$ cat src/hdl/ics_pkg.sv
// shared types and constants for the internet checksum stream unit
`timescale 1ns / 1ps

package ics_pkg;

  // byte lanes that the input word actually carries
  localparam int unsigned LANES_MAX = 4;
  localparam int unsigned BYTE_W    = 8;
  localparam int unsigned WORD_W    = 16;

  typedef logic [WORD_W-1:0] word_t;

  // control from the lane stage into the merge stage
  typedef struct packed {
    logic adv;   // lane stage hands its item to the merge stage
    logic last;  // that item closes the packet
  } merge_ctrl_t;

endpackage

$ cat src/hdl/ics_lane.sv
// one byte lane: places an enabled byte at its low or high position by stream parity
`timescale 1ns / 1ps

module ics_lane
  import ics_pkg::*;
#(
  parameter int unsigned LANE_IDX = 0
) (
  input  logic [BYTE_W-1:0]    byte_i,
  input  logic [LANES_MAX-1:0] enable_i,
  input  logic                 odd_i,
  output word_t                word_o
);

  localparam logic [LANES_MAX-1:0] LowerMask =
    LANES_MAX'((1 << LANE_IDX) - 1);

  logic odd_pos;

  // parity of this byte: running parity plus enabled bytes ahead of it
  assign odd_pos = odd_i ^ (^(enable_i & LowerMask));

  // disabled bytes contribute nothing
  always_comb begin
    if (!enable_i[LANE_IDX]) begin
      word_o = '0;
    end else if (odd_pos) begin
      word_o = {byte_i, {BYTE_W{1'b0}}};
    end else begin
      word_o = {{BYTE_W{1'b0}}, byte_i};
    end
  end

endmodule

$ cat src/hdl/ics_merge.sv
// merge stage: sums lane words into the running ones' complement sum
`timescale 1ns / 1ps

module ics_merge
  import ics_pkg::*;
#(
  parameter int unsigned NUM_LANES = 4
) (
  input  logic                       clk_i,
  input  logic                       rst_ni,
  input  merge_ctrl_t                ctrl_i,
  input  logic [NUM_LANES-1:0][WORD_W-1:0] words_i,
  output word_t                      checksum_o,
  output word_t                      folded_sum_o
);

  localparam int unsigned SumW = WORD_W + $clog2(NUM_LANES + 1);

  word_t             acc_q, acc_d;
  word_t             checksum_q, folded_q;
  logic [SumW-1:0]   total;
  logic [WORD_W:0]   fold1;
  word_t             folded;

  // plain binary sum of lanes and accumulator, folded afterwards
  always_comb begin
    total = SumW'(acc_q);
    for (int unsigned i = 0; i < NUM_LANES; i++) begin
      total = total + SumW'(words_i[i]);
    end
  end

  // end-around carry: fold the high bits in, then one more carry
  assign fold1  = {1'b0, total[WORD_W-1:0]} + (WORD_W+1)'(total[SumW-1:WORD_W]);
  assign folded = fold1[WORD_W] ? (fold1[WORD_W-1:0] + word_t'(1)) : fold1[WORD_W-1:0];

  // accumulator clears once a packet closes
  always_comb begin
    acc_d = acc_q;
    if (ctrl_i.adv) begin
      acc_d = ctrl_i.last ? '0 : folded;
    end
  end

  always_ff @(posedge clk_i or negedge rst_ni) begin
    if (!rst_ni) begin
      acc_q <= '0;
    end else begin
      acc_q <= acc_d;
    end
  end

  // result register, loaded on the closing item
  always_ff @(posedge clk_i) begin
    if (ctrl_i.adv && ctrl_i.last) begin
      folded_q   <= folded;
      checksum_q <= ~folded;
    end
  end

  assign checksum_o   = checksum_q;
  assign folded_sum_o = folded_q;

endmodule

$ cat src/hdl/internet_checksum_stream_unit.sv
// top level of the streaming internet checksum unit
`timescale 1ns / 1ps

// Streaming 16-bit Internet ones' complement checksum. Each transfer on the
// input channel carries up to four bytes with a byte-enable mask; enabled
// bytes pair up little-endian by running stream parity, and skipped bytes
// neither count nor shift the parity. The transfer marked last produces one
// result transfer with the complemented checksum and the folded raw sum, and
// the unit then starts a fresh packet. One input transfer is taken every
// cycle while the result side keeps up; a closing item waits in the lane
// register while an earlier result is still unaccepted, and the input stalls
// behind it. The result is offered from the result register: the lane
// register loads on the accepting edge of the last transfer, and the result
// register loads once the closing item advances. Sustained rate is set by
// the accumulate-and-fold in the merge stage. An empty packet gives
// folded_sum 0 and checksum 0xffff.
module internet_checksum_stream_unit
  import ics_pkg::*;
#(
  parameter int unsigned BYTES_PER_ITEM = 4
) (
  input  logic        clk_i,
  input  logic        rst_ni,
  input  logic        in_valid_i,
  output logic        in_ready_o,
  input  logic [31:0] data_word_i,
  input  logic [3:0]  byte_enable_i,
  input  logic        last_i,
  output logic        out_valid_o,
  input  logic        out_ready_i,
  output logic [15:0] checksum_o,
  output logic [15:0] folded_sum_o
);

  localparam int unsigned ActiveLanes =
    (BYTES_PER_ITEM < LANES_MAX) ? BYTES_PER_ITEM : LANES_MAX;
  localparam logic [LANES_MAX-1:0] ActiveMask =
    LANES_MAX'((1 << ActiveLanes) - 1);

  logic                                    in_xfer;
  logic                                    out_free;
  logic                                    s1_adv;
  logic [LANES_MAX-1:0]                    en_eff;
  logic [BYTES_PER_ITEM-1:0][WORD_W-1:0]   lane_word;
  logic [BYTES_PER_ITEM-1:0][WORD_W-1:0]   s1_word_q;
  logic                                    s1_valid_q, s1_valid_d;
  logic                                    s1_last_q;
  logic                                    odd_q, odd_d;
  logic                                    out_valid_q, out_valid_d;
  merge_ctrl_t                             merge_ctrl;

  // lanes beyond the input word stay disabled
  assign en_eff = byte_enable_i & ActiveMask;

  // byte lanes
  for (genvar g = 0; g < BYTES_PER_ITEM; g++) begin : g_lane
    if (g < LANES_MAX) begin : g_real
      ics_lane #(
        .LANE_IDX (g)
      ) u_lane (
        .byte_i   (data_word_i[BYTE_W*g +: BYTE_W]),
        .enable_i (en_eff),
        .odd_i    (odd_q),
        .word_o   (lane_word[g])
      );
    end else begin : g_none
      assign lane_word[g] = '0;
    end
  end

  // handshake: a closing item needs the result register free
  assign out_free   = !out_valid_q || out_ready_i;
  assign s1_adv     = s1_valid_q && (!s1_last_q || out_free);
  assign in_ready_o = !s1_valid_q || s1_adv;
  assign in_xfer    = in_valid_i && in_ready_o;

  // next state of the lane stage, parity and result valid
  always_comb begin
    s1_valid_d  = s1_valid_q;
    odd_d       = odd_q;
    out_valid_d = out_valid_q;
    if (s1_adv) begin
      s1_valid_d = 1'b0;
    end
    if (in_xfer) begin
      s1_valid_d = 1'b1;
      odd_d      = last_i ? 1'b0 : (odd_q ^ (^en_eff));
    end
    if (out_valid_q && out_ready_i) begin
      out_valid_d = 1'b0;
    end
    if (s1_adv && s1_last_q) begin
      out_valid_d = 1'b1;
    end
  end

  always_ff @(posedge clk_i or negedge rst_ni) begin
    if (!rst_ni) begin
      s1_valid_q  <= 1'b0;
      s1_last_q   <= 1'b0;
      odd_q       <= 1'b0;
      out_valid_q <= 1'b0;
    end else begin
      s1_valid_q  <= s1_valid_d;
      odd_q       <= odd_d;
      out_valid_q <= out_valid_d;
      if (in_xfer) begin
        s1_last_q <= last_i;
      end
    end
  end

  // lane word register
  always_ff @(posedge clk_i) begin
    if (in_xfer) begin
      s1_word_q <= lane_word;
    end
  end

  assign merge_ctrl.adv  = s1_adv;
  assign merge_ctrl.last = s1_last_q;

  ics_merge #(
    .NUM_LANES (BYTES_PER_ITEM)
  ) u_merge (
    .clk_i        (clk_i),
    .rst_ni       (rst_ni),
    .ctrl_i       (merge_ctrl),
    .words_i      (s1_word_q),
    .checksum_o   (checksum_o),
    .folded_sum_o (folded_sum_o)
  );

  assign out_valid_o = out_valid_q;

`ifndef SYNTH
  // stalled input only when the lane stage holds an item
  a_stall_has_item: assert property (@(posedge clk_i) disable iff (!rst_ni)
    !in_ready_o |-> s1_valid_q)
    else $error("input stalled with empty lane stage");

  // a closing transfer restarts parity at an even position
  a_parity_restart: assert property (@(posedge clk_i) disable iff (!rst_ni)
    in_xfer && last_i |=> !odd_q)
    else $error("parity not cleared after last transfer");

  // a closing item never overwrites a pending result
  a_no_overwrite: assert property (@(posedge clk_i) disable iff (!rst_ni)
    s1_adv && s1_last_q |-> out_free)
    else $error("result register overwritten");

  // merging a closing item raises a result
  a_result_follows: assert property (@(posedge clk_i) disable iff (!rst_ni)
    s1_adv && s1_last_q |=> out_valid_o)
    else $error("no result after closing item");

  // the two result fields stay complementary
  a_fields_match: assert property (@(posedge clk_i) disable iff (!rst_ni)
    out_valid_o |-> (checksum_o == ~folded_sum_o))
    else $error("checksum and folded sum disagree");
`endif

endmodule

$ cat config.mk
export PLATFORM = sky130hd
export DESIGN_NAME = internet_checksum_stream_unit
export DESIGN_NICKNAME = d
export VERILOG_FILES = /design/src/hdl/ics_pkg.sv /design/src/hdl/ics_lane.sv /design/src/hdl/ics_merge.sv /design/src/hdl/internet_checksum_stream_unit.sv
export SDC_FILE = /design/constraint.sdc
export NUM_CORES = 1
export LEC_CHECK = 0
export BUFFER_PORTS_ARGS = -buffer_cell sky130_fd_sc_hd__buf_2
export CAP_MARGIN = 20
export CORE_ASPECT_RATIO = 0.9
export CORE_MARGIN = 2
export CORE_UTILIZATION = 35
export DETAILED_ROUTE_END_ITERATION = 12
export PLACE_DENSITY = 0.48
export SLEW_MARGIN = 20
export SYNTH_ARGS = -nofsm -noshare
export SYNTH_HDL_FRONTEND = slang
export SYNTH_SLANG_ARGS = --single-unit
export TNS_END_PERCENT = 30
$ cat constraint.sdc
create_clock -name clk_i -period 9.15 [get_ports clk_i]
set_input_delay 0.4575 -clock clk_i [delete_from_list [all_inputs] [get_ports clk_i]]
set_output_delay 0.4575 -clock clk_i [all_outputs]
set_load 0.03 [all_outputs]
# == Yosys cells after proc, flatten, opt, wreduce, memory -nomap -nowiden ==
# Cells that the tools add are included.
# word_totals
regBits,116
latchBits,0
mem_bits_rw,0
romBits,0
output_inout_bits,34
wordCells,61
mem_count,0
# op_classes
add_sub_neg,6
n_mul,0
n_div,0
order_cmp,0
n_eq_ne,0
n_shift,0
n_mux,7
bitwise,9
n_reduce_logical,24
# op_table
operator,count
$add 19x16->19,3
$mux 16,2
$add 16x16->17,1
$add 16x3->17,1
$add 16x1->16 const B,1
$not 16->16,1
$reduce_xor 4->1,4
$reduce_and 2->1,4
$reduce_or 2->1,4
$mux 1,5
$logic_and 1x1->1,4
$not 1->1,4
$reduce_bool 2->1,2
$xor 1x1->1,4
$logic_not 1->1,3
$logic_or 1x1->1,3

# == Depth between registers and ports, before layout ==
# depth
depth_word,8
depth_mapped,32

# == Cells and area by module ==
# A second synthesis with hierarchy kept.
# hier_totals
hier_cells,634
area_unflattened_um2,7193.1
# modules_own_cells
mod,n_inst,cells_per_inst,area_each_um2
ics_merge,1,452,4480.5
internet_checksum_stream_unit,1,81,2135.8
ics_lane (g_lane[3].g_real.u_lane),1,29,158.9
ics_lane (g_lane[0].g_real.u_lane),1,18,148.9
ics_lane (g_lane[2].g_real.u_lane),1,27,142.6
ics_lane (g_lane[1].g_real.u_lane),1,27,126.4

# == Least setup slack after synthesis ==
# No wires, ideal clock.
# synth_timing
path_type,reg2reg
startpoint,register s1_word_q[1] in the netlist's numbering
endpoint,"register u_merge.folded_q[1] (netlist: u_merge.folded_sum_o[1]), data pin"
arrival_ns,6.487
t_required_ns,8.888
setup_slack_ns,2.401
stages_incl_launch_ff,30
n_path_buf,0
cell_sequence,edfxtp_1 ha_1 a211o_1 a21o_1 a21oi_1 nor2b_1 o21ai_0 a21oi_1 fa_1 inv_1 fa_1 inv_1 ha_1 a21oi_1 o22ai_1 nor2_1 a21oi_4 o21bai_1 a21boi_0 or4b_2 nand3_1 ha_1 fa_1 a21oi_1 nor2_1 nand3_2 nor4b_4 nand4_4 nor2_4 mux2_1
# synth_via
elab_chain_cells,7
# synth_rtl
element,line_no,text
from (decl),internet_checksum_stream_unit.sv:45,logic [BYTES_PER_ITEM-1:0][WORD_W-1:0] s1_word_q;
from (signal assigned),internet_checksum_stream_unit.sv:116,s1_word_q <= lane_word;
$add 16x16->17 (*),ics_merge.sv:29,total = total + SumW'(words_i[i]);
$add 19x16->19 (*) (3 in series),ics_merge.sv:29,
$add 16x3->17 (*),ics_merge.sv:34,"assign fold1 = {1'b0, total[WORD_W-1:0]} + (WORD_W+1)'(total[SumW-1:WORD_W]);"
$add 16x1->16,ics_merge.sv:35,assign folded = fold1[WORD_W] ? (fold1[WORD_W-1:0] + word_t'(1)) : fold1[WORD_W-1:0];
$mux 16 (*),ics_merge.sv:35,
named net u_merge.folded[1],ics_merge.sv:23,word_t folded;
to (signal assigned),ics_merge.sv:56,folded_q <= folded;
to (decl),ics_merge.sv:20,"word_t checksum_q, folded_q;"
# The timed path passes the listed nets; every way through them passes the cells marked *.
# A chain may end at the register's enable or synchronous reset.

# == Worst setup path in the final report ==
# Ends and elaborated chain as after synthesis.

==> results_dict.tcl <==
set metrics [dict create \
    final_nets 834 \
    synth_edf_count 96 \
    synth_top_cells_by_area "edfxtp_1, fa_1, dfrtp_1" \
    worstSetupPathType "register to register" \
    cts_setup_buffers 0 \
    grt_max_degree 65 \
    slew_headroom_pct 44.7 \
    drt_iter0_markers 309 \
    grt_pass1_vias 4774 \
    syn_inst 631 \
    drtAntennaViolNets 0 \
    worst_slack_ns 1.64 \
    ys_seq_elements 116 \
    use_met3_pct 3.29 \
    fin_util_pct 42.7 \
    clk_latency_ns 0.42 \
    start_util_pct 36.0 \
    holdCritPathClass "input pin to register" \
    critical_path.startpoint_type "register" \
    layout-drive-gt1-share_pct 19.5 \
    synth_fp_nets 746 \
    whs_ns 0.249 \
    yosys_warnings 0 \
    grt.overflow.total 0 \
    max-cap-violations 0 \
    clkTransAtPathRegs_ns 0.06 \
    ctsResizeCount 0 \
    drt-total-wl_um 17600 \
    top_usage_layer "met2" \
    ios 75 \
    setup_tns_ns 0 \
    core_area_um2 20200 \
    cts_tree "done" \
    path_buf_inv 2 \
    cp_common_cell "a21oi_1" \
    cts_inserted_buffers 17 \
    synth-async-reset-ratio_pct 17.2 \
    synth_top_cell_by_area "edfxtp_1" \
    synthFlopType "edfxtp_1" \
    rows 49 \
    seq_area_frac_synth_pct 46.6 \
    vias 4759 \
    max_freq_mhz 133 \
    routabilityCongestion 0.809 \
    routed_via_density 4.82 \
    pre_cts_ws_ns 1.66 \
    grt_pass1_wl_um 27200 \
    setup.worst_path.end_class "register" \
    hpwl_um 14200 \
    die_width_um 156 \
    hold_viol 0 \
    met2_usage_pct 25.9 \
    yosysUniqueCellTypes 70 \
    finalClockSkew_ns 0.00940 \
    required_ns 9.32 \
    wl_per_cell_um 17.8 \
    max_slew.worst_pin.slew_ns 0.830 \
    clkSinkCount 116 \
    syn_area_um2 7260 \
    finalMaxSlewViolations 0 \
    die_height_um 141 \
    worstPathMaxFanout 9 \
    slowest_delay_ns 0.63 \
    fill_cells 1900 \
    path_delay_family "simple AND/OR/NAND/NOR gates" \
    slowest_stage "or4b_2" \
    drc 0 \
    dr.pass1.iters 5 \
    grt_usage_pct 16.8 \
    design.die.area_um2 21900 \
    area_delta_synth_final_pct 18.6 \
    clockRootBuffer "clkbuf_16" \
    n_antenna_cell 0 \
    avgSynthCellArea_um2 11.5 \
    min_period_over_period_pct 82.0 \
    synth_most_common_cell "edfxtp_1" \
    cts_buffer_depth 2 \
    finalSetupViolCount 0 \
    yosys-top-cells-count "edfxtp_1, inv_1, and2_1" \
    holdBufCountCts 1 \
    synth_top_area_share_pct 39.7 \
    rsz0062_at_grt "no" \
    use_met1_pct 24.2 \
    rrSetupSlack_ns 1.64 \
    htree_levels 4 \
    cp.arrival_ns 7.67 \
    antenna_found_initial 0 \
    numPortBuffers 74 \
    status "finished, final reports clean" \
    fin_crit_ns 7.51 \
]
==> registers in the layout (all words and copies together), names as in the netlist <==
register              count
s1_word_q                64
u_merge.acc_q            16
u_merge.checksum_o       16
u_merge.folded_sum_o     16
odd_q                     1
out_valid_o               1
s1_last_q                 1
s1_valid_q                1
==> path summary, 6_finish.rpt <==
| kind | cells past startpoint | end | from |
|---|---|---|---|
| worst max-delay path | 29 | u_merge.folded_sum_o[1] | s1_word_q[1] |
| worst min-delay path | 2 | s1_last_q | in_valid_i |
| worst max register to register | 29 | u_merge.folded_sum_o[1] | s1_word_q[1] |
| worst min register to register | 2 | u_merge.acc_q[0] | u_merge.acc_q[0] |
| max in group asynchronous | 2 | u_merge.acc_q[10] | rst_ni |
| min in group asynchronous | 2 | u_merge.acc_q[4] | rst_ni |
==> cell families (layout without fill, tap and decap cells) <==
kind of cell,after synthesis,in the layout,synth area share (%)
compound gates,104,104,10.2
xor+xnor,46,46,6.23
fa+ha+maj,74,74,16.3
buf+inv,101,202,5.26
flops,116,116,46.6
mux,4,4,0.569
simple gates,186,186,14.8
==> layer usage <==
layer  vias to the layer above  share of wire [%]
met2                       111                 45
met3                        16                3.6
met1                      2277                 50
met4                         0                1.2
li1                       2355                  -
met5                         -                  0
==> placed cells by master (no fill, tap or decap), types with 3 or more instances in the layout <==
| master | count |
|---|---|
| buf_4 | 3 |
| ha_1 | 40 |
| or2_2 | 4 |
| edfxtp_1 | 96 |
| o21ai_0 | 26 |
| fa_1 | 34 |
| xnor2_1 | 26 |
| nand2_1 | 35 |
| nand4_1 | 3 |
| nor3_1 | 9 |
| buf_2 | 74 |
| nand2b_1 | 4 |
| and3_1 | 28 |
| inv_1 | 91 |
| a21oi_2 | 3 |
| a211oi_1 | 3 |
| nor2_1 | 20 |
| clkinv_4 | 5 |
| mux2i_1 | 3 |
| a21oi_1 | 22 |
| dfrtp_1 | 20 |
| xor2_1 | 15 |
| clkbuf_16 | 17 |
| o211ai_1 | 6 |
| nor2b_1 | 9 |
| bufinv_16 | 5 |
| o21a_1 | 4 |
| nand3_1 | 10 |
| and2_1 | 43 |
| o2111ai_1 | 3 |
| a31oi_1 | 7 |
| a21o_1 | 8 |
==> cell type report <==
type	count	area [um2]	area share [%]
Multi-Input combinational cell	414	3490	40.6
Timing Repair Buffer	78	403	4.68
Clock buffer	18	439	5.10
Sequential cell	116	3380	39.3
Clock inverter	14	224	2.60
Tap cell	255	319	3.71
Inverter	92	345	4.01
==> stage by stage <==
step / area [um2] / std cells
2_1_floorplan: 7260 / 631
3_3_place_gp: 7930 / 954
3_5_place_dp: 7930 / 954
4_1_cts: 8610 / 987
5_1_grt: 8610 / 987
6_report: 8610 / 987
Power is not shown: default switching activity piles up to over one toggle a cycle in this logic, so the estimate is an artifact.
